File: config.mk
export PLATFORM = sky130hd
export DESIGN_NAME = square_matrix_rotate_clockwise
export DESIGN_NICKNAME = d
export VERILOG_FILES = /design/src/design/sqrot_pkg.sv /design/src/design/sqrot_ram.sv /design/src/design/sqrot_front.sv /design/src/design/sqrot_queue.sv /design/src/design/sqrot_back.sv /design/src/design/square_matrix_rotate_clockwise.sv
export SDC_FILE = /design/constraint.sdc
export NUM_CORES = 2
export LEC_CHECK = 0
export ABC_AREA = 1
export ABC_CLOCK_PERIOD_IN_PS = 7500
export BUFFER_PORTS_ARGS = -buffer_cell sky130_fd_sc_hd__buf_4
export CAP_MARGIN = 0
export CORE_UTILIZATION = 28
export DETAILED_ROUTE_END_ITERATION = 16
export PLACE_DENSITY_LB_ADDON = 0.15
export SYNTH_ARGS = -nofsm -noshare
export SYNTH_HDL_FRONTEND = slang
export SYNTH_MEMORY_MAX_BITS = 65536
export SYNTH_SLANG_ARGS = --single-unit
export TNS_END_PERCENT = 30
File: constraint.sdc
create_clock -name clk -period 7.5 [get_ports clk]
set_input_delay 0.75 -clock clk [delete_from_list [all_inputs] [get_ports clk]]
set_output_delay 0.75 -clock clk [all_outputs]
set_load 0.02 [all_outputs]
File: src/design/sqrot_pkg.sv
// ----------------------------------------------------------------------------
// sqrot_pkg
// Shared types, constants and address helpers for the square matrix rotator.
// ----------------------------------------------------------------------------
package sqrot_pkg;

    localparam int MAX_DIM   = 8;
    localparam int CFG_W     = 4;
    localparam int DATA_W    = 32;
    localparam int IDX_W     = (MAX_DIM > 1) ? $clog2(MAX_DIM) : 1;
    localparam int DIMV_W    = $clog2(MAX_DIM + 1);
    localparam int CELLS     = MAX_DIM * MAX_DIM;
    localparam int ELEM_W    = (CELLS > 1) ? $clog2(CELLS) : 1;
    localparam int RAM_DEPTH = 2 * CELLS;
    localparam int RAM_AW    = ELEM_W + 1;

    localparam logic [CFG_W-1:0] DIM_RESET = CFG_W'(8);

    // One completed matrix waiting to be drained.
    typedef struct packed {
        logic              bank;
        logic [DIMV_W-1:0] dim;
    } q_entry_t;

    typedef struct packed {
        logic     valid;
        q_entry_t entry;
    } q_head_t;

    // A dimension of zero behaves as one; anything above the maximum is clamped.
    function automatic logic [DIMV_W-1:0] eff_dim(input logic [CFG_W-1:0] d);
        logic [DIMV_W-1:0] res;
        if (d == '0)
            res = DIMV_W'(1);
        else if (32'(d) > MAX_DIM)
            res = DIMV_W'(MAX_DIM);
        else
            res = DIMV_W'(d);
        return res;
    endfunction

    // Each bank holds one matrix with a fixed row stride of MAX_DIM.
    function automatic logic [RAM_AW-1:0] cell_addr(input logic bank,
                                                    input logic [IDX_W-1:0] row,
                                                    input logic [IDX_W-1:0] col);
        logic [ELEM_W-1:0] offs;
        offs = ELEM_W'(row) * ELEM_W'(MAX_DIM) + ELEM_W'(col);
        return {bank, offs};
    endfunction

endpackage

File: src/design/sqrot_ram.sv
// ----------------------------------------------------------------------------
// sqrot_ram
// Generic single-write, single-read RAM with a registered read port.
// ----------------------------------------------------------------------------
module sqrot_ram #(
    parameter int WIDTH = 32,
    parameter int DEPTH = 128
) (
    input  logic                     clk,
    input  logic                     wr_en,
    input  logic [$clog2(DEPTH)-1:0] wr_addr,
    input  logic [WIDTH-1:0]         wr_data,
    input  logic                     rd_en,
    input  logic [$clog2(DEPTH)-1:0] rd_addr,
    output logic [WIDTH-1:0]         rd_data
);

    logic [WIDTH-1:0] mem_reg [DEPTH];
    logic [WIDTH-1:0] rd_data_reg;

    always_ff @(posedge clk)
    begin
        if (wr_en)
        begin
            mem_reg[wr_addr] <= wr_data;
        end
        if (rd_en)
        begin
            rd_data_reg <= mem_reg[rd_addr];
        end
    end

    assign rd_data = rd_data_reg;

endmodule

File: src/design/sqrot_front.sv
// ----------------------------------------------------------------------------
// sqrot_front
// Accepts elements, writes them into the free bank and posts finished matrices.
// ----------------------------------------------------------------------------
module sqrot_front
    import sqrot_pkg::*;
(
    input  logic                     clk,
    input  logic                     rst_n,
    input  logic                     s_tvalid,
    output logic                     s_tready,
    input  logic signed [DATA_W-1:0] s_tdata,
    input  logic                     cfg_valid,
    input  logic [CFG_W-1:0]         cfg_data,
    input  logic                     q_full,
    output logic                     q_push,
    output q_entry_t                 q_push_entry,
    output logic                     wr_en,
    output logic [RAM_AW-1:0]        wr_addr,
    output logic [DATA_W-1:0]        wr_data
);

    logic [CFG_W-1:0]  dim_reg;
    logic [CFG_W-1:0]  dim_next;
    logic [IDX_W-1:0]  row_reg;
    logic [IDX_W-1:0]  row_next;
    logic [IDX_W-1:0]  col_reg;
    logic [IDX_W-1:0]  col_next;
    logic              bank_reg;
    logic              bank_next;
    logic [DIMV_W-1:0] n;
    logic              last_col;
    logic              last_row;
    logic              accept;

    assign n        = eff_dim(dim_reg);
    assign last_col = (DIMV_W'(col_reg) == n - DIMV_W'(1));
    assign last_row = (DIMV_W'(row_reg) == n - DIMV_W'(1));

    // The queue holds at most the other bank while it is not full, so the
    // current bank is always free to write when ready is high.
    assign s_tready = !q_full;
    assign accept   = s_tvalid && s_tready;

    assign wr_en   = accept;
    assign wr_addr = cell_addr(bank_reg, row_reg, col_reg);
    assign wr_data = s_tdata;

    assign q_push             = accept && last_col && last_row;
    assign q_push_entry.bank  = bank_reg;
    assign q_push_entry.dim   = n;

    always_comb
    begin
        dim_next  = dim_reg;
        row_next  = row_reg;
        col_next  = col_reg;
        bank_next = bank_reg;
        if (cfg_valid)
        begin
            dim_next = cfg_data;
            row_next = '0;
            col_next = '0;
        end
        else if (accept)
        begin
            if (last_col)
            begin
                col_next = '0;
                if (last_row)
                begin
                    row_next  = '0;
                    bank_next = !bank_reg;
                end
                else
                begin
                    row_next = row_reg + IDX_W'(1);
                end
            end
            else
            begin
                col_next = col_reg + IDX_W'(1);
            end
        end
    end

    always_ff @(posedge clk or negedge rst_n)
    begin
        if (!rst_n)
        begin
            dim_reg  <= DIM_RESET;
            row_reg  <= '0;
            col_reg  <= '0;
            bank_reg <= 1'b0;
        end
        else
        begin
            dim_reg  <= dim_next;
            row_reg  <= row_next;
            col_reg  <= col_next;
            bank_reg <= bank_next;
        end
    end

endmodule

File: src/design/sqrot_queue.sv
// ----------------------------------------------------------------------------
// sqrot_queue
// Two-entry queue of finished matrices between the loader and the drain side.
// ----------------------------------------------------------------------------
module sqrot_queue
    import sqrot_pkg::*;
(
    input  logic     clk,
    input  logic     rst_n,
    input  logic     push,
    input  q_entry_t push_entry,
    input  logic     pop,
    output logic     full,
    output q_head_t  head
);

    q_entry_t   slot_reg [2];
    logic       wr_ptr_reg;
    logic       wr_ptr_next;
    logic       rd_ptr_reg;
    logic       rd_ptr_next;
    logic [1:0] count_reg;
    logic [1:0] count_next;

    assign full       = (count_reg == 2'd2);
    assign head.valid = (count_reg != 2'd0);
    assign head.entry = slot_reg[rd_ptr_reg];

    always_comb
    begin
        wr_ptr_next = wr_ptr_reg;
        rd_ptr_next = rd_ptr_reg;
        count_next  = count_reg;
        if (push)
        begin
            wr_ptr_next = !wr_ptr_reg;
        end
        if (pop)
        begin
            rd_ptr_next = !rd_ptr_reg;
        end
        if (push && !pop)
        begin
            count_next = count_reg + 2'd1;
        end
        else if (pop && !push)
        begin
            count_next = count_reg - 2'd1;
        end
    end

    always_ff @(posedge clk)
    begin
        if (push)
        begin
            slot_reg[wr_ptr_reg] <= push_entry;
        end
    end

    always_ff @(posedge clk or negedge rst_n)
    begin
        if (!rst_n)
        begin
            wr_ptr_reg <= 1'b0;
            rd_ptr_reg <= 1'b0;
            count_reg  <= 2'd0;
        end
        else
        begin
            wr_ptr_reg <= wr_ptr_next;
            rd_ptr_reg <= rd_ptr_next;
            count_reg  <= count_next;
        end
    end

endmodule

File: src/design/sqrot_back.sv
// ----------------------------------------------------------------------------
// sqrot_back
// Walks the rotated order of the queued matrix and streams it out.
// ----------------------------------------------------------------------------
module sqrot_back
    import sqrot_pkg::*;
(
    input  logic                     clk,
    input  logic                     rst_n,
    input  q_head_t                  head,
    output logic                     pop,
    output logic                     rd_en,
    output logic [RAM_AW-1:0]        rd_addr,
    input  logic [DATA_W-1:0]        rd_data,
    output logic                     m_tvalid,
    input  logic                     m_tready,
    output logic signed [DATA_W-1:0] m_tdata,
    output logic                     m_tlast
);

    logic [IDX_W-1:0]  r_reg;
    logic [IDX_W-1:0]  r_next;
    logic [IDX_W-1:0]  c_reg;
    logic [IDX_W-1:0]  c_next;
    logic              vld_reg;
    logic              vld_next;
    logic              last_reg;
    logic              last_next;
    logic [DIMV_W-1:0] n;
    logic [IDX_W-1:0]  src_row;
    logic              last_c;
    logic              last_r;
    logic              advance;

    assign n       = head.entry.dim;
    assign last_c  = (DIMV_W'(c_reg) == n - DIMV_W'(1));
    assign last_r  = (DIMV_W'(r_reg) == n - DIMV_W'(1));
    // Output row r, column c comes from input row N-1-c, column r.
    assign src_row = IDX_W'(n - DIMV_W'(1) - DIMV_W'(c_reg));

    // The RAM read register doubles as the output data register; it only
    // loads when the output slot is empty or being taken.
    assign advance = !vld_reg || m_tready;
    assign rd_en   = advance && head.valid;
    assign rd_addr = cell_addr(head.entry.bank, src_row, r_reg);
    assign pop     = rd_en && last_c && last_r;

    assign m_tvalid = vld_reg;
    assign m_tdata  = rd_data;
    assign m_tlast  = last_reg;

    always_comb
    begin
        r_next    = r_reg;
        c_next    = c_reg;
        vld_next  = vld_reg;
        last_next = last_reg;
        if (advance)
        begin
            vld_next  = head.valid;
            last_next = last_c && last_r;
        end
        if (rd_en)
        begin
            if (last_c)
            begin
                c_next = '0;
                if (last_r)
                begin
                    r_next = '0;
                end
                else
                begin
                    r_next = r_reg + IDX_W'(1);
                end
            end
            else
            begin
                c_next = c_reg + IDX_W'(1);
            end
        end
    end

    always_ff @(posedge clk or negedge rst_n)
    begin
        if (!rst_n)
        begin
            r_reg    <= '0;
            c_reg    <= '0;
            vld_reg  <= 1'b0;
            last_reg <= 1'b0;
        end
        else
        begin
            r_reg    <= r_next;
            c_reg    <= c_next;
            vld_reg  <= vld_next;
            last_reg <= last_next;
        end
    end

endmodule

File: src/design/square_matrix_rotate_clockwise.sv
// ----------------------------------------------------------------------------
// square_matrix_rotate_clockwise
// Loads an N by N matrix in row-major order and streams it out rotated
// 90 degrees clockwise, also in row-major order.
// ----------------------------------------------------------------------------
// Channel   Direction  Carries
// s_*       in         tdata[31:0] = element
// m_*       out        tdata[31:0] = rotated_element, tlast = final_flag
// cfg_*     in         data[3:0]   = matrix_dim
//
// Loading and draining each move one element per cycle unless stalled; the drain
// side reads from the single registered read port of a two-bank RAM.
// The two banks let matrix k+1 load while matrix k drains, so sustained rate
// is about one element per cycle; input stalls only while both banks are full.
// Reset clears all counters and sets N to 8; the RAM needs no clearing.
// A configuration transfer restarts the load of the current matrix.
// ----------------------------------------------------------------------------
module square_matrix_rotate_clockwise
    import sqrot_pkg::*;
(
    input  logic                     clk,
    input  logic                     rst_n,
    input  logic                     s_tvalid,
    output logic                     s_tready,
    input  logic signed [DATA_W-1:0] s_tdata,   // [31:0] element
    output logic                     m_tvalid,
    input  logic                     m_tready,
    output logic signed [DATA_W-1:0] m_tdata,   // [31:0] rotated_element
    output logic                     m_tlast,
    input  logic                     cfg_valid,
    output logic                     cfg_ready,
    input  logic [CFG_W-1:0]         cfg_data
);

    logic              q_full;
    logic              q_push;
    q_entry_t          q_push_entry;
    logic              q_pop;
    q_head_t           q_head;
    logic              wr_en;
    logic [RAM_AW-1:0] wr_addr;
    logic [DATA_W-1:0] wr_data;
    logic              rd_en;
    logic [RAM_AW-1:0] rd_addr;
    logic [DATA_W-1:0] rd_data;

    assign cfg_ready = 1'b1;

    sqrot_front u_front (
        .clk          (clk),
        .rst_n        (rst_n),
        .s_tvalid     (s_tvalid),
        .s_tready     (s_tready),
        .s_tdata      (s_tdata),
        .cfg_valid    (cfg_valid),
        .cfg_data     (cfg_data),
        .q_full       (q_full),
        .q_push       (q_push),
        .q_push_entry (q_push_entry),
        .wr_en        (wr_en),
        .wr_addr      (wr_addr),
        .wr_data      (wr_data)
    );

    sqrot_queue u_queue (
        .clk        (clk),
        .rst_n      (rst_n),
        .push       (q_push),
        .push_entry (q_push_entry),
        .pop        (q_pop),
        .full       (q_full),
        .head       (q_head)
    );

    sqrot_ram #(
        .WIDTH (DATA_W),
        .DEPTH (RAM_DEPTH)
    ) u_ram (
        .clk     (clk),
        .wr_en   (wr_en),
        .wr_addr (wr_addr),
        .wr_data (wr_data),
        .rd_en   (rd_en),
        .rd_addr (rd_addr),
        .rd_data (rd_data)
    );

    sqrot_back u_back (
        .clk      (clk),
        .rst_n    (rst_n),
        .head     (q_head),
        .pop      (q_pop),
        .rd_en    (rd_en),
        .rd_addr  (rd_addr),
        .rd_data  (rd_data),
        .m_tvalid (m_tvalid),
        .m_tready (m_tready),
        .m_tdata  (m_tdata),
        .m_tlast  (m_tlast)
    );

endmodule
==> results summary <==
For the worst setup path, the data arrival time is 5.84 ns. The most used flip-flop cell after synthesis is sky130_fd_sc_hd__edfxtp_1. In this design, the stage delay of the slowest critical-path cell is 0.93 ns. The largest total area in the synthesized netlist belongs to sky130_fd_sc_hd__edfxtp_1. The met3 track demand over resource is 2.85%. Once the floorplan was initialized, standard cells occupied 28.1% of the core. The worst path needs 4.98 ns of the cycle, external delays included. The async set-reset flop share out of synthesis came out at 0.553%.

The via count of the routed design is 107,000. The number of cells in the design after placement came out at 20,900. The synthesized instance count is 13,600. The die boundary width came out at 774 µm.

The highest attainable clock frequency came out at 201 MHz. After the flow finishes, the layout carries non-filler instances totaling 21,800. The final number of max-transition violations was 0. Sequential cells were found to cover 74.8% of the synthesized design area. In this run, CTS created clock tree buffers numbering 466. The aggregate global-route resource usage is 19.6%.

The worst setup path is captured at a flop. The remaining global-route overflow is 0. The sum of negative setup slack is 0 ns. The final period utilization came out at 66.4%. The combined area of all synthesized cells is 167,000 µm².

In the final routed layout, each cell accounts on average for 27.8 µm. The library cell appearing most often on the critical path is sky130_fd_sc_hd__nand3_1. The final net count is 13,600. The worst endpoint required time is 8.36 ns.

After detailed routing, the number of vias per cell comes to 4.91. The die outline height came out at 774 µm. The worst vdd rail ir drop is 726 µV.

The leakage power total is 64.8 nW. The area share of the leading cell type in the synthesized netlist is 74.5%. Walking the worst path, the cells encountered are inv_4 > nand2_1 > nand2_2 > inv_1 > ha_1 > fa_4 > inv_8 > buf_4 > nand3_1 > nand3_1 > nand3_1 > nand2_1.

The number of antenna violations at the first check in global routing is 53. The share of cells above drive strength 1 came out at 8.11%. Each instance of the synthesized netlist takes up on average 12.3 µm².

The met1 track utilization from global routing is 27.3%. The weighted congestion at the end of routability-driven global placement came out at 0.824. The synthesized net count came out at 13,600.

The clock arrives with 0.120 ns of skew. Detailed placement finished with a half-perimeter wire length of 326 mm. The min-delay analysis places its worst path in the category primary input to flop. The run finished with clean final reports. 77 I/O pins were placed. The netlist uses 34 different library cells. The number of global-route vias before repair was 102,000. Setup violations remaining at the end of the flow were counted as 0. The number of cell rows came out at 283. The clock transition at the register clock pins on the worst setup and hold paths after CTS is 0.06 ns. The largest individual stage delay along the critical path comes from the cell sky130_fd_sc_hd__fa_4. The count of unresolved DRC violations after routing is 0.

The relative slew slack came out at 24.6%. Power spread over the standard cell area amounts to 391 nW/µm². The synthesis-stage register bit count is 4,161.

The worst setup path is launched from a flop. The largest fanout of any net on the critical path is 67. The remaining number of nets flagged by the antenna check after routing is 0.

The die area came out at 599,000 µm². In this run, synthesis inferred 4,138 flip-flops with an integrated enable. The later pin in the worst-skew pair is clocked with a latency of 1.05 ns.

Setup repair after global routing left no endpoint under its margin. The count of buffers added by post-CTS timing repair for setup came out at 0. The core region is 594,000 µm². The number of hold violations in the final report came out at 0. The fraction of met2 tracks used by global routing came out at 31.6%.

By startpoint and endpoint, the worst setup path is classified as flop to flop. The transition time of the tightest slew-check pin came out at 1.13 ns. TritonCTS built the clock tree.

Summed over all layers, the routed wires come to 606 mm. Yosys attributes the largest share of cell area to sky130_fd_sc_hd__edfxtp_1, sky130_fd_sc_hd__nand3_1, sky130_fd_sc_hd__nand2_1. The number of buffers added on ports is 75. The length of the first detailed-routing pass in iterations came out at 8. In this run, post-CTS repair resized a total of 0 instances. The count of synthesis-stage warnings from yosys is 0. The signed area change from the synthesized netlist to the final layout is 14.4%.

The maximum number of pins on one net before global-route repair came out at 155. In this run the most used layer during global routing was met2. The number of buffers on the longest clock path is 4. The count of max-cap constraint violations is 0. The flip-flop count of the largest register, all copies and words added came out at 4,096. The total number of H-tree levels is 5. The global-route wire length before repair came out at 842 mm. The iteration-0 DRC count of the detailed router is 10,500. The total clock sinks is 4,161. Clock tree synthesis selected as its root buffer the cell sky130_fd_sc_hd__clkbuf_16.
-- where the power goes --
group          switching [mW]  internal (mW)  total (mW)  leakage (nW)
clock network            9.62           12.0        21.6          6.87
logic                    21.0           5.65        26.6          20.4
registers               0.528           25.9        26.4          37.5
-- critical path: cells and delay by family, from the launching register on --
family | cells | cell delay [ns]
buffers and inverters | 4 | 1.60
flip-flops | 1 | 0.51
adder cells (fa/ha/maj) | 2 | 1.27
AND/OR/NAND/NOR | 6 | 1.16
-- cell usage after synthesis, types with 10 or more instances --
cell type	count
sky130_fd_sc_hd__dfrtp_1	22
sky130_fd_sc_hd__buf_6	13
sky130_fd_sc_hd__buf_2	486
sky130_fd_sc_hd__ha_1	13
sky130_fd_sc_hd__xor2_1	12
sky130_fd_sc_hd__nand3_1	4047
sky130_fd_sc_hd__nand4_1	12
sky130_fd_sc_hd__nand2_1	4211
sky130_fd_sc_hd__buf_1	62
sky130_fd_sc_hd__buf_4	157
sky130_fd_sc_hd__edfxtp_1	4138
sky130_fd_sc_hd__o21ai_0	10
sky130_fd_sc_hd__clkbuf_1	194
sky130_fd_sc_hd__inv_1	34
sky130_fd_sc_hd__nor2_1	139
-- worst paths after layout --
| check | startpoint | endpoint | slack [ns] | cells past startpoint |
|---|---|---|---|---|
| setup / recovery | u_queue.rd_ptr_reg | u_ram.rd_data[11] | 2.52 | 12 |
| hold / removal | s_tdata[31] | u_ram.mem_reg[115][31] | 0.12 | 1 |
| setup reg to reg | u_queue.rd_ptr_reg | u_ram.rd_data[11] | 2.52 | 12 |
| hold reg to reg | u_queue.count_reg[0] | u_queue.count_reg[0] | 0.48 | 1 |
| max in group asynchronous | rst_n | u_back.c_reg[2] | 6.84 | 2 |
| min in group asynchronous | rst_n | u_front.col_reg[0] | 0.30 | 2 |
-- cell families (layout without fill, tap and decap cells) --
group	count (synthesis)	in the layout	share of synthesized area, %
AO/OA/AOI/OAI	18	18	0.0562
XOR/XNOR	13	13	0.0682
adder cells (fa/ha/maj)	14	14	0.109
buffers and inverters	956	1292	2.93
flip-flops	4161	4161	74.8
other	1	23	0.00225
AND/OR/NAND/NOR	8418	8418	22.0
-- final cells by class --
cell class | count | area (µm²)
antenna | 22 | 55.1
clock buffer | 604 | 12300
clock inverter | 250 | 1800
fill | 59200 | 403000
inverter | 43 | 219
multi-input combinational | 8464 | 38100
sequential | 4161 | 125000
tap | 7837 | 9810
timing repair buffer | 395 | 3680
-- layout by cell type (no fill, tap or decap), types with 32 or more instances in the layout --
cell | netlist | routed
sky130_fd_sc_hd__clkbuf_1 | 194 | 131
sky130_fd_sc_hd__buf_6 | 13 | 32
sky130_fd_sc_hd__buf_12 | 0 | 47
sky130_fd_sc_hd__inv_1 | 34 | 32
sky130_fd_sc_hd__buf_4 | 157 | 312
sky130_fd_sc_hd__clkinv_1 | 1 | 139
sky130_fd_sc_hd__nand2_1 | 4211 | 4211
sky130_fd_sc_hd__nand3_1 | 4047 | 4047
sky130_fd_sc_hd__clkbuf_16 | 0 | 473
sky130_fd_sc_hd__edfxtp_1 | 4138 | 4138
sky130_fd_sc_hd__clkinv_2 | 0 | 72
sky130_fd_sc_hd__nor2_4 | 0 | 128
-- stage by stage --
stage	power [mW]	hold WS [ns]	utilization (%)	cell area [µm²]	setup WS, ns
5_1_grt	77.6	0.0726	32.1	191000	2.42
6_report	74.7	0.119	32.1	191000	2.52
4_1_cts	75.5	0.0290	32.1	191000	2.63
2_1_floorplan	40.5	0.446	-	167000	3.35
3_5_place_dp	53.8	0.469	29.7	177000	2.65
3_3_place_gp	54.0	0.462	29.7	177000	2.73
-- routing by layer --
layer  share of wire [%]  vias to the layer above  routed length (µm)
met3                 5.9                      684               35500
met5              0.0045                        -                  27
met4                 3.0                        4               18000
met2                  47                     3044              284000
met1                  44                    54600              268000
li1                    -                    48600                   -
-- timing repair --
action                     in CTS  in global routing
hold buffers                    4                  0
setup endpoints to repair       0                  0
hold endpoints to repair       35                  0
No activity file was read; power rests on OpenSTA's default activity.
